`config.mk`:
```
export PLATFORM = sky130hd
export DESIGN_NAME = recording_rate_and_time_estimator_core
export DESIGN_NICKNAME = d
export VERILOG_FILES = /design/src/sv/rrte_pkg.sv /design/src/sv/rrte_mul.sv /design/src/sv/rrte_div.sv /design/src/sv/recording_rate_and_time_estimator_core.sv
export SDC_FILE = /design/constraint.sdc
export NUM_CORES = 2
export LEC_CHECK = 0
export BUFFER_PORTS_ARGS = -buffer_cell sky130_fd_sc_hd__buf_2
export CAP_MARGIN = 15
export CORE_ASPECT_RATIO = 0.75
export CORE_MARGIN = 3
export CORE_UTILIZATION = 45
export DETAILED_ROUTE_END_ITERATION = 10
export PLACE_DENSITY = 0.6
export SYNTH_ARGS = -nofsm -noshare
export SYNTH_HDL_FRONTEND = slang
export SYNTH_SLANG_ARGS = --single-unit
```
`constraint.sdc`:
```
create_clock -name clock -period 19 [get_ports clock]
set_input_delay 0 -clock clock [delete_from_list [all_inputs] [get_ports clock]]
set_output_delay 0 -clock clock [all_outputs]
set_load 0.03 [all_outputs]
```
`src/sv/rrte_pkg.sv`:
```
// package: shared types and constants of the recording rate and time estimator
`timescale 1ns / 1ps
`default_nettype none
package rrte_pkg;

   localparam int DIV_WIDTH  = 64;
   localparam int REM_WIDTH  = 32;
   localparam int STEP_WIDTH = $clog2(DIV_WIDTH + 1);

   localparam logic [31:0] SAT_TIME       = 32'h7FFF_FFFF;
   localparam logic [17:0] FULL_4GB_UNITS = 18'd131072;
   localparam logic [31:0] TENTHS_PER_TICK = 32'd10;

   // x / 10 is (x * RECIP_TEN) >> 35 for any 32-bit x
   localparam logic [31:0] RECIP_TEN = 32'hCCCC_CCCD;

   // configuration register indexes
   localparam logic [1:0] CSR_DISPLAY_MODE = 2'd0;
   localparam logic [1:0] CSR_CLUSTER_KIB  = 2'd1;
   localparam logic [1:0] CSR_WARN_SECONDS = 2'd2;

   // display modes
   localparam logic [1:0] MODE_OFF     = 2'd0;
   localparam logic [1:0] MODE_ELAPSED = 2'd1;
   localparam logic [1:0] MODE_CARD    = 2'd2;
   localparam logic [1:0] MODE_MIN     = 2'd3;

   // iteration counts of the divider for each quotient
   localparam logic [STEP_WIDTH-1:0] STEPS_CARD = STEP_WIDTH'(64);
   localparam logic [STEP_WIDTH-1:0] STEPS_4GB  = STEP_WIDTH'(50);
   localparam logic [STEP_WIDTH-1:0] STEPS_32   = STEP_WIDTH'(32);

   typedef struct packed {
      logic                  start;
      logic [STEP_WIDTH-1:0] steps;
   } div_req_type;

endpackage
`default_nettype wire

```
`src/sv/rrte_mul.sv`:
```
// module: shared 32x32 multiplier with registered product
`timescale 1ns / 1ps
`default_nettype none
module rrte_mul (
   input  wire logic        clock,
   input  wire logic [31:0] mul_a,
   input  wire logic [31:0] mul_b,
   output logic      [63:0] mul_p
);

   logic [63:0] p_ff;
   logic [63:0] p_in;

   assign p_in  = {32'b0, mul_a} * {32'b0, mul_b};
   assign mul_p = p_ff;

   always_ff @(posedge clock) begin
      p_ff <= p_in;
   end

endmodule
`default_nettype wire

```
`src/sv/rrte_div.sv`:
```
// module: shared restoring divider, one quotient bit per cycle
`timescale 1ns / 1ps
`default_nettype none
module rrte_div (
   input  wire logic                                 clock,
   input  wire logic                                 reset,
   input  wire rrte_pkg::div_req_type                div_req,
   input  wire logic [rrte_pkg::DIV_WIDTH-1:0]       dividend,
   input  wire logic [rrte_pkg::REM_WIDTH-1:0]       divisor,
   output logic                                      div_done,
   output logic      [rrte_pkg::DIV_WIDTH-1:0]       quotient
);

   logic                                 busy_ff, busy_in;
   logic                                 done_ff, done_in;
   logic [rrte_pkg::STEP_WIDTH-1:0]      cnt_ff, cnt_in;
   logic [rrte_pkg::DIV_WIDTH-1:0]       dvd_ff, dvd_in;
   logic [rrte_pkg::REM_WIDTH-1:0]       dvs_ff, dvs_in;
   logic [rrte_pkg::REM_WIDTH-1:0]       rem_ff, rem_in;
   logic [rrte_pkg::DIV_WIDTH-1:0]       quo_ff, quo_in;
   logic [rrte_pkg::REM_WIDTH:0]         trial;
   logic [rrte_pkg::REM_WIDTH:0]         diff;
   logic                                 ge;

   // remainder stays below the divisor, so the trial fits one extra bit
   assign trial = {rem_ff, dvd_ff[rrte_pkg::DIV_WIDTH-1]};
   assign diff  = trial - {1'b0, dvs_ff};
   assign ge    = ~diff[rrte_pkg::REM_WIDTH];

   always_comb begin
      busy_in = busy_ff;
      done_in = 1'b0;
      cnt_in  = cnt_ff;
      dvd_in  = dvd_ff;
      dvs_in  = dvs_ff;
      rem_in  = rem_ff;
      quo_in  = quo_ff;
      if (div_req.start) begin
         busy_in = 1'b1;
         cnt_in  = div_req.steps;
         dvd_in  = dividend;
         dvs_in  = divisor;
         rem_in  = '0;
         quo_in  = '0;
      end else if (busy_ff) begin
         rem_in = ge ? diff[rrte_pkg::REM_WIDTH-1:0] : trial[rrte_pkg::REM_WIDTH-1:0];
         quo_in = {quo_ff[rrte_pkg::DIV_WIDTH-2:0], ge};
         dvd_in = {dvd_ff[rrte_pkg::DIV_WIDTH-2:0], 1'b0};
         cnt_in = cnt_ff - rrte_pkg::STEP_WIDTH'(1);
         if (cnt_ff == rrte_pkg::STEP_WIDTH'(1)) begin
            busy_in = 1'b0;
            done_in = 1'b1;
         end
      end
   end

   always_ff @(posedge clock) begin
      if (reset) begin
         busy_ff <= 1'b0;
         done_ff <= 1'b0;
      end else begin
         busy_ff <= busy_in;
         done_ff <= done_in;
      end
      cnt_ff <= cnt_in;
      dvd_ff <= dvd_in;
      dvs_ff <= dvs_in;
      rem_ff <= rem_in;
      quo_ff <= quo_in;
   end

   assign div_done = done_ff;
   assign quotient = quo_ff;

endmodule
`default_nettype wire

```
`src/sv/recording_rate_and_time_estimator_core.sv`:
```
// top level: sequencer, state and output register of the rate and time estimator
// a word taken while not recording goes straight to ST_FINISH; a recording word first passes ST_MUL_FU,
//    ST_MUL_LO, ST_MUL_HI and ST_MUL_4G and the shared divider (card 64, 4 GB 50, average 32
//    iterations); ST_FINISH waits for a free output register, and a new word is taken only in ST_IDLE;
//    seconds come from a reciprocal multiply during the average division
// a new word is taken while a finished result still waits in the output register
// reset (synchronous): registers to 3 / 32 / 120, clip state cleared, no result pending
`timescale 1ns / 1ps
`default_nettype none
module recording_rate_and_time_estimator_core (
   input  wire logic          clock,
   input  wire logic          reset,
   input  wire logic          req_tvalid,
   output logic               req_tready,
   // is_recording [0], total_bytes [32:1], free_clusters [64:33], zero fill
   input  wire logic [71:0]   req_tdata,
   output logic               rsp_tvalid,
   input  wire logic          rsp_tready,
   // elapsed_seconds [28:0], instant_mbps [43:29], average_rate [74:44],
   // shown_seconds [106:75], low_time_warning [107], estimate_valid [108], zero fill
   output logic      [111:0]  rsp_tdata,
   input  wire logic          csr_we,
   input  wire logic [1:0]    csr_index,
   input  wire logic [15:0]   csr_wdata
);

   typedef enum logic [3:0] {
      ST_IDLE,
      ST_MUL_FU,
      ST_MUL_LO,
      ST_MUL_HI,
      ST_MUL_4G,
      ST_DIV_CARD,
      ST_DIV_4G,
      ST_DIV_AVG,
      ST_FINISH
   } state_type;

   state_type     state_ff, state_in;
   logic [1:0]    mode_ff, mode_in;
   logic [10:0]   ckib_ff, ckib_in;
   logic [15:0]   warn_ff, warn_in;
   logic [31:0]   prior_ff, prior_in;
   logic [31:0]   elapsed_ff, elapsed_in;
   logic [16:0]   wu_ff, wu_in;
   logic [31:0]   free_ff, free_in;
   logic          rec_ff, rec_in;
   logic [14:0]   mbps_ff, mbps_in;
   logic [5:0]    fu_hi_ff, fu_hi_in;
   logic [63:0]   lo_ff, lo_in;
   logic          ovf_ff, ovf_in;
   logic [31:0]   card_ff, card_in;
   logic [31:0]   t4g_ff, t4g_in;
   logic [30:0]   avg_ff, avg_in;
   logic [28:0]   sec_ff, sec_in;
   logic          rsp_tvalid_ff, rsp_tvalid_in;
   logic [111:0]  rsp_tdata_ff, rsp_tdata_in;

   logic [31:0]   mul_a, mul_b;
   logic [63:0]   mul_p;
   rrte_pkg::div_req_type div_req;
   logic [63:0]   div_dividend;
   logic [31:0]   div_divisor;
   logic          div_done;
   logic [63:0]   div_q;

   logic          req_fire;
   logic [31:0]   in_total, in_free;
   logic          in_rec;
   logic [31:0]   diff, mag;
   logic [17:0]   units4;
   logic [31:0]   wu10;
   logic [69:0]   card_sum;
   logic [31:0]   avg_num;
   logic          wu_zero;
   logic          q_big;
   logic [31:0]   shown;
   logic          warn_flag;
   logic          slot_free;

   rrte_mul u_mul (
      .clock (clock),
      .mul_a (mul_a),
      .mul_b (mul_b),
      .mul_p (mul_p)
   );

   rrte_div u_div (
      .clock    (clock),
      .reset    (reset),
      .div_req  (div_req),
      .dividend (div_dividend),
      .divisor  (div_divisor),
      .div_done (div_done),
      .quotient (div_q)
   );

   assign in_rec   = req_tdata[0];
   assign in_total = req_tdata[32:1];
   assign in_free  = req_tdata[64:33];

   assign req_tready = (state_ff == ST_IDLE);
   assign req_fire   = req_tvalid & req_tready;
   assign slot_free  = ~rsp_tvalid_ff | rsp_tready;

   // byte delta from halved counters, magnitude over 2^17 gives Mbit/s
   assign diff = ({1'b0, in_total[31:1]} - {1'b0, prior_ff[31:1]}) << 1;
   assign mag  = diff[31] ? (32'd0 - diff) : diff;

   assign units4   = rrte_pkg::FULL_4GB_UNITS - {1'b0, wu_ff};
   assign wu10     = {12'b0, wu_ff, 3'b0} + {14'b0, wu_ff, 1'b0};
   assign card_sum = {6'b0, lo_ff} + {mul_p[37:0], 32'b0};
   assign avg_num  = ({13'b0, wu_ff, 2'b0} + {15'b0, wu_ff}) >> 1;
   assign wu_zero  = (wu_ff == 17'd0);
   assign q_big    = (div_q[63:31] != 33'd0);

   always_comb begin
      case (mode_ff)
         rrte_pkg::MODE_ELAPSED: shown = {3'b0, sec_ff};
         rrte_pkg::MODE_CARD:    shown = card_ff;
         rrte_pkg::MODE_MIN:     shown = (t4g_ff < card_ff) ? t4g_ff : card_ff;
         default:                shown = 32'd0;
      endcase
   end

   assign warn_flag = (t4g_ff < {16'b0, warn_ff});

   always_comb begin
      state_in      = state_ff;
      mode_in       = mode_ff;
      ckib_in       = ckib_ff;
      warn_in       = warn_ff;
      prior_in      = prior_ff;
      elapsed_in    = elapsed_ff;
      wu_in         = wu_ff;
      free_in       = free_ff;
      rec_in        = rec_ff;
      mbps_in       = mbps_ff;
      fu_hi_in      = fu_hi_ff;
      lo_in         = lo_ff;
      ovf_in        = ovf_ff;
      card_in       = card_ff;
      t4g_in        = t4g_ff;
      avg_in        = avg_ff;
      sec_in        = sec_ff;
      rsp_tvalid_in = rsp_tvalid_ff;
      rsp_tdata_in  = rsp_tdata_ff;

      mul_a         = elapsed_ff;
      mul_b         = {14'b0, units4};
      div_req.start = 1'b0;
      div_req.steps = rrte_pkg::STEPS_32;
      div_dividend  = {elapsed_ff, 32'b0};
      div_divisor   = rrte_pkg::TENTHS_PER_TICK;

      if (csr_we) begin
         case (csr_index)
            rrte_pkg::CSR_DISPLAY_MODE: mode_in = csr_wdata[1:0];
            rrte_pkg::CSR_CLUSTER_KIB:  ckib_in = csr_wdata[10:0];
            rrte_pkg::CSR_WARN_SECONDS: warn_in = csr_wdata;
            default: ;
         endcase
      end

      if (rsp_tvalid_ff && rsp_tready) begin
         rsp_tvalid_in = 1'b0;
      end

      case (state_ff)
         ST_IDLE: begin
            if (req_fire) begin
               rec_in = in_rec;
               if (in_rec) begin
                  elapsed_in = elapsed_ff + rrte_pkg::TENTHS_PER_TICK;
                  mbps_in    = mag[31:17];
                  prior_in   = in_total;
                  wu_in      = in_total[31:15];
                  free_in    = in_free;
                  state_in   = ST_MUL_FU;
               end else begin
                  elapsed_in = 32'd0;
                  state_in   = ST_FINISH;
               end
            end
         end
         ST_MUL_FU: begin
            mul_a    = free_ff;
            mul_b    = {21'b0, ckib_ff};
            state_in = ST_MUL_LO;
         end
         ST_MUL_LO: begin
            // free space in 32 KiB units is product >> 5, low word first
            mul_b    = mul_p[36:5];
            fu_hi_in = mul_p[42:37];
            state_in = ST_MUL_HI;
         end
         ST_MUL_HI: begin
            mul_b    = {26'b0, fu_hi_ff};
            lo_in    = mul_p;
            state_in = ST_MUL_4G;
         end
         ST_MUL_4G: begin
            ovf_in        = (card_sum[69:64] != 6'd0);
            div_req.start = 1'b1;
            div_req.steps = rrte_pkg::STEPS_CARD;
            div_dividend  = card_sum[63:0];
            div_divisor   = wu10;
            state_in      = ST_DIV_CARD;
         end
         ST_DIV_CARD: begin
            if (div_done) begin
               card_in       = (wu_zero || ovf_ff || q_big) ? rrte_pkg::SAT_TIME
                                                            : div_q[31:0];
               div_req.start = 1'b1;
               div_req.steps = rrte_pkg::STEPS_4GB;
               div_dividend  = {mul_p[49:0], 14'b0};
               div_divisor   = wu10;
               state_in      = ST_DIV_4G;
            end
         end
         ST_DIV_4G: begin
            if (div_done) begin
               t4g_in        = (wu_zero || q_big) ? rrte_pkg::SAT_TIME : div_q[31:0];
               div_req.start = 1'b1;
               div_req.steps = rrte_pkg::STEPS_32;
               div_dividend  = {avg_num, 32'b0};
               div_divisor   = elapsed_ff;
               state_in      = ST_DIV_AVG;
            end
         end
         ST_DIV_AVG: begin
            // elapsed seconds by reciprocal multiply while the divider runs
            mul_b = rrte_pkg::RECIP_TEN;
            if (div_done) begin
               avg_in   = (elapsed_ff == 32'd0) ? rrte_pkg::SAT_TIME[30:0] : div_q[30:0];
               sec_in   = mul_p[63:35];
               state_in = ST_FINISH;
            end
         end
         ST_FINISH: begin
            if (slot_free) begin
               rsp_tvalid_in = 1'b1;
               if (rec_ff) begin
                  rsp_tdata_in = {3'b0, ~wu_zero, warn_flag, shown, avg_ff, mbps_ff, sec_ff};
               end else begin
                  rsp_tdata_in = '0;
               end
               state_in = ST_IDLE;
            end
         end
         default: begin
            state_in = ST_IDLE;
         end
      endcase
   end

   always_ff @(posedge clock) begin
      if (reset) begin
         state_ff      <= ST_IDLE;
         mode_ff       <= rrte_pkg::MODE_MIN;
         ckib_ff       <= 11'd32;
         warn_ff       <= 16'd120;
         prior_ff      <= 32'd0;
         elapsed_ff    <= 32'd0;
         wu_ff         <= 17'd0;
         rsp_tvalid_ff <= 1'b0;
      end else begin
         state_ff      <= state_in;
         mode_ff       <= mode_in;
         ckib_ff       <= ckib_in;
         warn_ff       <= warn_in;
         prior_ff      <= prior_in;
         elapsed_ff    <= elapsed_in;
         wu_ff         <= wu_in;
         rsp_tvalid_ff <= rsp_tvalid_in;
      end
      free_ff      <= free_in;
      rec_ff       <= rec_in;
      mbps_ff      <= mbps_in;
      fu_hi_ff     <= fu_hi_in;
      lo_ff        <= lo_in;
      ovf_ff       <= ovf_in;
      card_ff      <= card_in;
      t4g_ff       <= t4g_in;
      avg_ff       <= avg_in;
      sec_ff       <= sec_in;
      rsp_tdata_ff <= rsp_tdata_in;
   end

   assign rsp_tvalid = rsp_tvalid_ff;
   assign rsp_tdata  = rsp_tdata_ff;

endmodule
`default_nettype wire

```
* Yosys cells after proc, flatten, opt, wreduce, memory -nomap -nowiden
Cells that the tools add are included.
Word-level totals: register bits after elaboration 735, bits of input ports 95, output and inout port bits 114, logic and storage cells 122
Cells by class: add/sub/neg operators 9, multiply operators 1, magnitude comparators 2, eq/ne operators 19, mux-type cells 34, bitwise gates (word level) 6, reduce and logical (&&, ||, !) cells 22
Operators by type and width (count):
- $mux 64 | 4
- $pmux 32 s3 | 2
- $pmux 64 s3 | 1
- $mux 32 | 5
- $pmux 32 s4 | 1
- $add 64x70->70 | 1
- $mul 32x32->64 | 1
- $pmux 4 s9 | 1
- $reduce_bool 33->1 | 1
- $sub 33x32->33 | 1
- $add 32x4->32 const B | 1
- $logic_not 32->1 | 1
- $lt 32x16->1 | 1
- $lt 32x32->1 | 1
- $sub 1x32->32 const A | 1
- $mux 31 | 1
- $sub 31x31->31 | 1
- $mux 4 | 6
- $pmux 8 s3 | 1
- $add 20x18->21 | 1
- $mux 21 | 1
- $add 19x17->20 | 1
- $sub 18x17->18 const A | 1
- $logic_not 17->1 | 1
- other kinds (26) | 56

* Logic depth before layout (Yosys ltp)
depth in word-level cells 4, mapped depth 39

* Cells and area by module
Synthesis repeated with hierarchy kept, for this count alone.
Second synthesis, totals: cell total of the unflattened synthesis 6926, area, all modules 68384.3 um^2
Modules (own cells, without submodules):
- rrte_mul | times used 1, cells an instance 3752, area each 34654.5 um^2, sequential area each 1281.2 um^2
- recording_rate_and_time_estimator_core | times used 1, cells an instance 2272, area each 24026.8 um^2, sequential area each 12492.0 um^2
- rrte_div | times used 1, cells an instance 902, area each 9703.1 um^2, sequential area each 5054.8 um^2

* Worst setup path after synthesis
OpenSTA, ideal clock, no wires.
kind register to register, start register state_ff[3], end register u_mul.p_ff[62], in the netlist u_mul.mul_p[62], data arrival time 9314 ps, required time 18881 ps, slack 9568 ps, stages on the path, launching flop included 35, buffers on the path 5, period minus slack after synthesis 9432 ps, cell sequence dfxtp_1 > or2_2 > clkbuf_1 > nor2_1 > buf_1 > buf_1 > mux2i_1 > clkbuf_1 > nor2_1 > fa_1 > fa_1 > fa_1 > inv_1 > fa_1 > inv_1 > fa_1 > inv_1 > fa_1 > inv_1 > fa_1 > fa_1 > ha_1 > clkbuf_1 > and3_1 > and4_1 > and3_1 > o21ai_0 > a31oi_1 > a41oi_1 > o21ai_1 > a21oi_1 > or4_1 > nor2_1 > a31oi_1 > xnor2_1
On the way: word-level cells in the longest chain between the ends 3, elaborated cells between the ends (all ways) 7, those cells by class mul (1); eq/ne (4); mux (2)
RTL lines:
- start, declared | RTL line recording_rate_and_time_estimator_core.sv:39 | state_type state_ff, state_in;
- start signal, assigned | RTL line recording_rate_and_time_estimator_core.sv:268 | state_ff <= state_in;
- $eq 4x3->1 (tied with other cells) | RTL line recording_rate_and_time_estimator_core.sv:169 | case (state_ff)
- $pmux 32 s4 or $mux 32 (tied branches) | RTL line recording_rate_and_time_estimator_core.sv:169
- $mul 32x32->64 (*) | RTL line rrte_mul.sv:14 | assign p_in = {32'b0, mul_a} * {32'b0, mul_b};
- via u_mul.p_in[62] | RTL line rrte_mul.sv:12 | logic [63:0] p_in;
- end signal, assigned | RTL line rrte_mul.sv:18 | p_ff <= p_in;
- end, declared | RTL line rrte_mul.sv:11 | logic [63:0] p_ff;
The timed path passes the listed nets; every way through them passes the cells marked *. A chain may end at the register's enable or synchronous reset.

* Worst setup path in the final report
start register state_ff[1], end register u_mul.p_ff[62], in the netlist u_mul.mul_p[62]
The elaborated chain is that of the path after synthesis.

==> impl_metrics.toml <==
[floorplanning]
die_y_um = 337.8
dieArea_um2 = 151400
coreArea_um2 = 145500
start_util_pct = 45.39
rows = 121
io_pins = 209
chipWidth_um = 448.4

[grt]
grt_antenna_before_repair = 11
grt_usage_pct = 28.53
globalRouteOverflowTotal = 0
grt_pass1_wl_um = 321200
grt_pass1_vias = 50160
grt_max_degree = 83

[sta]
fin_tns_setup_ns = 0
tightest_slew_ns = 1.184
slew_viol_final = 0
fin_crit_sh_pct = 61.65
slew_headroom_pct = 21.10
hold_viol = 0
setup_viol = 0
clock_skew_ns = 0.03619
final.min_clock_period_ns = 11.71
max_freq_mhz = 85.37
rsz0062_at_grt = "false"

[critical_path]
critPathCaptureType = "flip-flop"
crit_slowest_cell = "mux2i_4"
slowest_delay_ns = 1.02
crit_type = "reg2reg"
cp.required_ns = 19.55
critPathArrivalTime_ns = 12.26
cpLargestDelayFamily = "adder cells"
cp-start-kind = "flip-flop"
crit_buf_inv = 9
cp_common_cell = "fa_1"
crit_fanout = 41

[routing]
drt-wirelength-per-cell_um = 23.61
vias = 50210
remaining_drc_errors = 0
routed_wl_um = 212600
ant_nets = 0
drt-vias-per-instance = 5.576
drtIter0Drc = 5060
firstDrtPassIters = 9

[synthesis]
synth_ff_type = "edfxtp_1"
yosysSeqAreaShare_pct = 28.51
yosysWarnings = 0
ys_ff_latch = 713
synth_area_um2 = 66040
netlist.area_leader.share_pct = 27.28
synth.avg_cell_area_um2 = 9.725
yosysTopAreaCell = "fa_1"
synth.most_common_cell = "inv_1"
synth_edf_count = 455
synth_cell_types = 87
synth_commonest_cells = "inv_1 (1,014), fa_1 (900), nor2_1 (835)"
postSynthCellCount = 6791
synth_area_leaders = "fa_1 (27%), edfxtp_1 (21%), ha_1 (8.0%)"
synthArstFlopShare_pct = 0

[power_and_ir_drop]
leakage_nw = 32.76
finalPower_mw = 8.511
pwr_density_cell_nw_per_um2 = 116.5
ir_drop_uv = 131.4

[clock_network]
cts_tree = "done"
cts_buffers = 75
cts_setup_buffers = 0
clock_latency_ns = 0.67
htreeDepth = 3
path_clk_slew_ns = 0.07
post_cts_resized = 0
cts_root_buf = "clkbuf_16"
cts_sinks = 713
cts.path.max_buffers = 3

[finish]
fillers = 13410
post_route_cells_drive_above_1_share_pct = 8.102
area_growth_pct = 10.65
layout.nets = 8391

[placement]
port_buffers = 197
gp_congestion = 0.9780
dpl.hpwl_um = 163600

[worst_hold_path]
hold_path_class = "in2reg"

[flow_run]
maxCapViolCount = 0

[run_status]
status = "finished clean"
==> metal layers <==
metal	wire length [um]	vias to the layer above	track usage, %
li1	-	22230	-
met1	91490	25180	41.10
met2	87750	2402	40.81
met3	24400	399	8.440
met4	8878	2	9.806
met5	103	-	0.5079
==> sequential cells by signal (all words and copies together), names as in the netlist, 32 cells and up <==
name,count
rsp_tdata,109
t4g_ff,32
u_div.dvd_ff,64
lo_ff,64
u_div.rem_ff,32
u_div.quotient,64
card_ff,32
u_mul.mul_p,64
free_ff,32
u_div.dvs_ff,32
==> through the flow <==
step                cell area, um^2  utilization, %  setup slack (ns)  cells  hold slack, ns
CTS                           73060           50.22             7.431   9002        0.001519
global route                  73070           50.22             6.840   9004         0.02211
floorplan                     66130               -             9.568   6816         0.09887
finish                        73080           50.23             7.286   9005         0.04623
global placement              69410           47.71             7.663   8751          0.1803
detailed placement            69410           47.71             7.490   8751          0.1793
==> logic make-up (layout without fill, tap and decap cells) <==
logic type,Yosys count,in the layout,share of synthesized area (%)
AOI/OAI and AO/OA,920,920,8.920
buffers and inverters,1352,1571,7.724
adders and majority gates,1323,1323,35.30
xor gates and xnor gates,215,215,2.851
other,2,29,0.01137
muxes,180,180,2.793
DFF,713,713,28.51
and+or+nand+nor,2086,2086,13.89
==> worst reg2reg max path: cells and delay by family, from the launching register on <==
kind | cells | cell delay, ns
AND/OR/NAND/NOR | 8 | 1.88
XOR/XNOR | 1 | 0.15
flip-flops | 1 | 0.30
buffers and inverters | 9 | 2.25
AO/OA/AOI/OAI | 6 | 1.55
multiplexers | 1 | 1.08
adder cells (fa/ha/maj) | 9 | 4.39
==> path summary, 6_finish.rpt <==
path | start | end | slack (ns) | cells after the start
worst max-delay path | state_ff[1]$_SDFFE_PP0P_ | u_mul.mul_p[62]$_DFF_P_ | 7.29 | 34
worst max register to register | state_ff[1]$_SDFFE_PP0P_ | u_mul.mul_p[62]$_DFF_P_ | 7.29 | 34
worst min register to register | u_mul.mul_p[53]$_DFF_P_ | lo_ff[53]$_DFFE_PN_ | 0.43 | 0
worst min-delay path | req_tdata[50] | free_ff[17]$_DFFE_PP_ | 0.05 | 2
==> final cells by class <==
| class | instances | area (um^2) | share of cell area, % |
|---|---|---|---|
| sequential | 713 | 18830 | 25.77 |
| multi-input combinational | 4751 | 42520 | 58.18 |
| timing repair buffer | 416 | 2910 | 3.983 |
| clock buffer | 105 | 2125 | 2.907 |
| antenna | 2 | 5.005 | 0.006849 |
| inverter | 1016 | 3819 | 5.226 |
| tap | 1968 | 2462 | 3.370 |
| clock inverter | 34 | 406.6 | 0.5565 |
==> timing repair <==
action	4_1_cts	5_1_grt
endpoints found under the hold margin	103	0
hold buffers	112	0
setup endpoints to repair	0	0
==> report_power, final <==
group	total (mW)	internal [mW]	switching, mW
Clock	1.52	0.862	0.653
Sequential	2.14	1.89	0.252
Combinational	4.85	1.76	3.09
==> cell usage in the layout (no fill, tap or decap), drive strengths merged, types with 27 or more instances in the layout <==
| master | count |
|---|---|
| inv | 1021 |
| fa | 900 |
| nor2 | 835 |
| nand2 | 713 |
| edfxtp | 455 |
| ha | 423 |
| buf | 304 |
| a21oi | 275 |
| dfxtp | 258 |
| o21ai | 208 |
| mux2i | 146 |
| xnor2 | 136 |
| a21o | 124 |
| nand2b | 115 |
| dlygate4sd3 | 112 |
| clkbuf | 105 |
| and2 | 93 |
| xor2 | 79 |
| nand3 | 60 |
| nor3 | 46 |
| a31oi | 44 |
| or2 | 44 |
| a22o | 42 |
| and3 | 40 |
| mux2 | 34 |
| nor2b | 34 |
| nor4 | 33 |
| nand4 | 31 |
| conb | 27 |
Note: power is estimated with default switching activity, not from simulation.
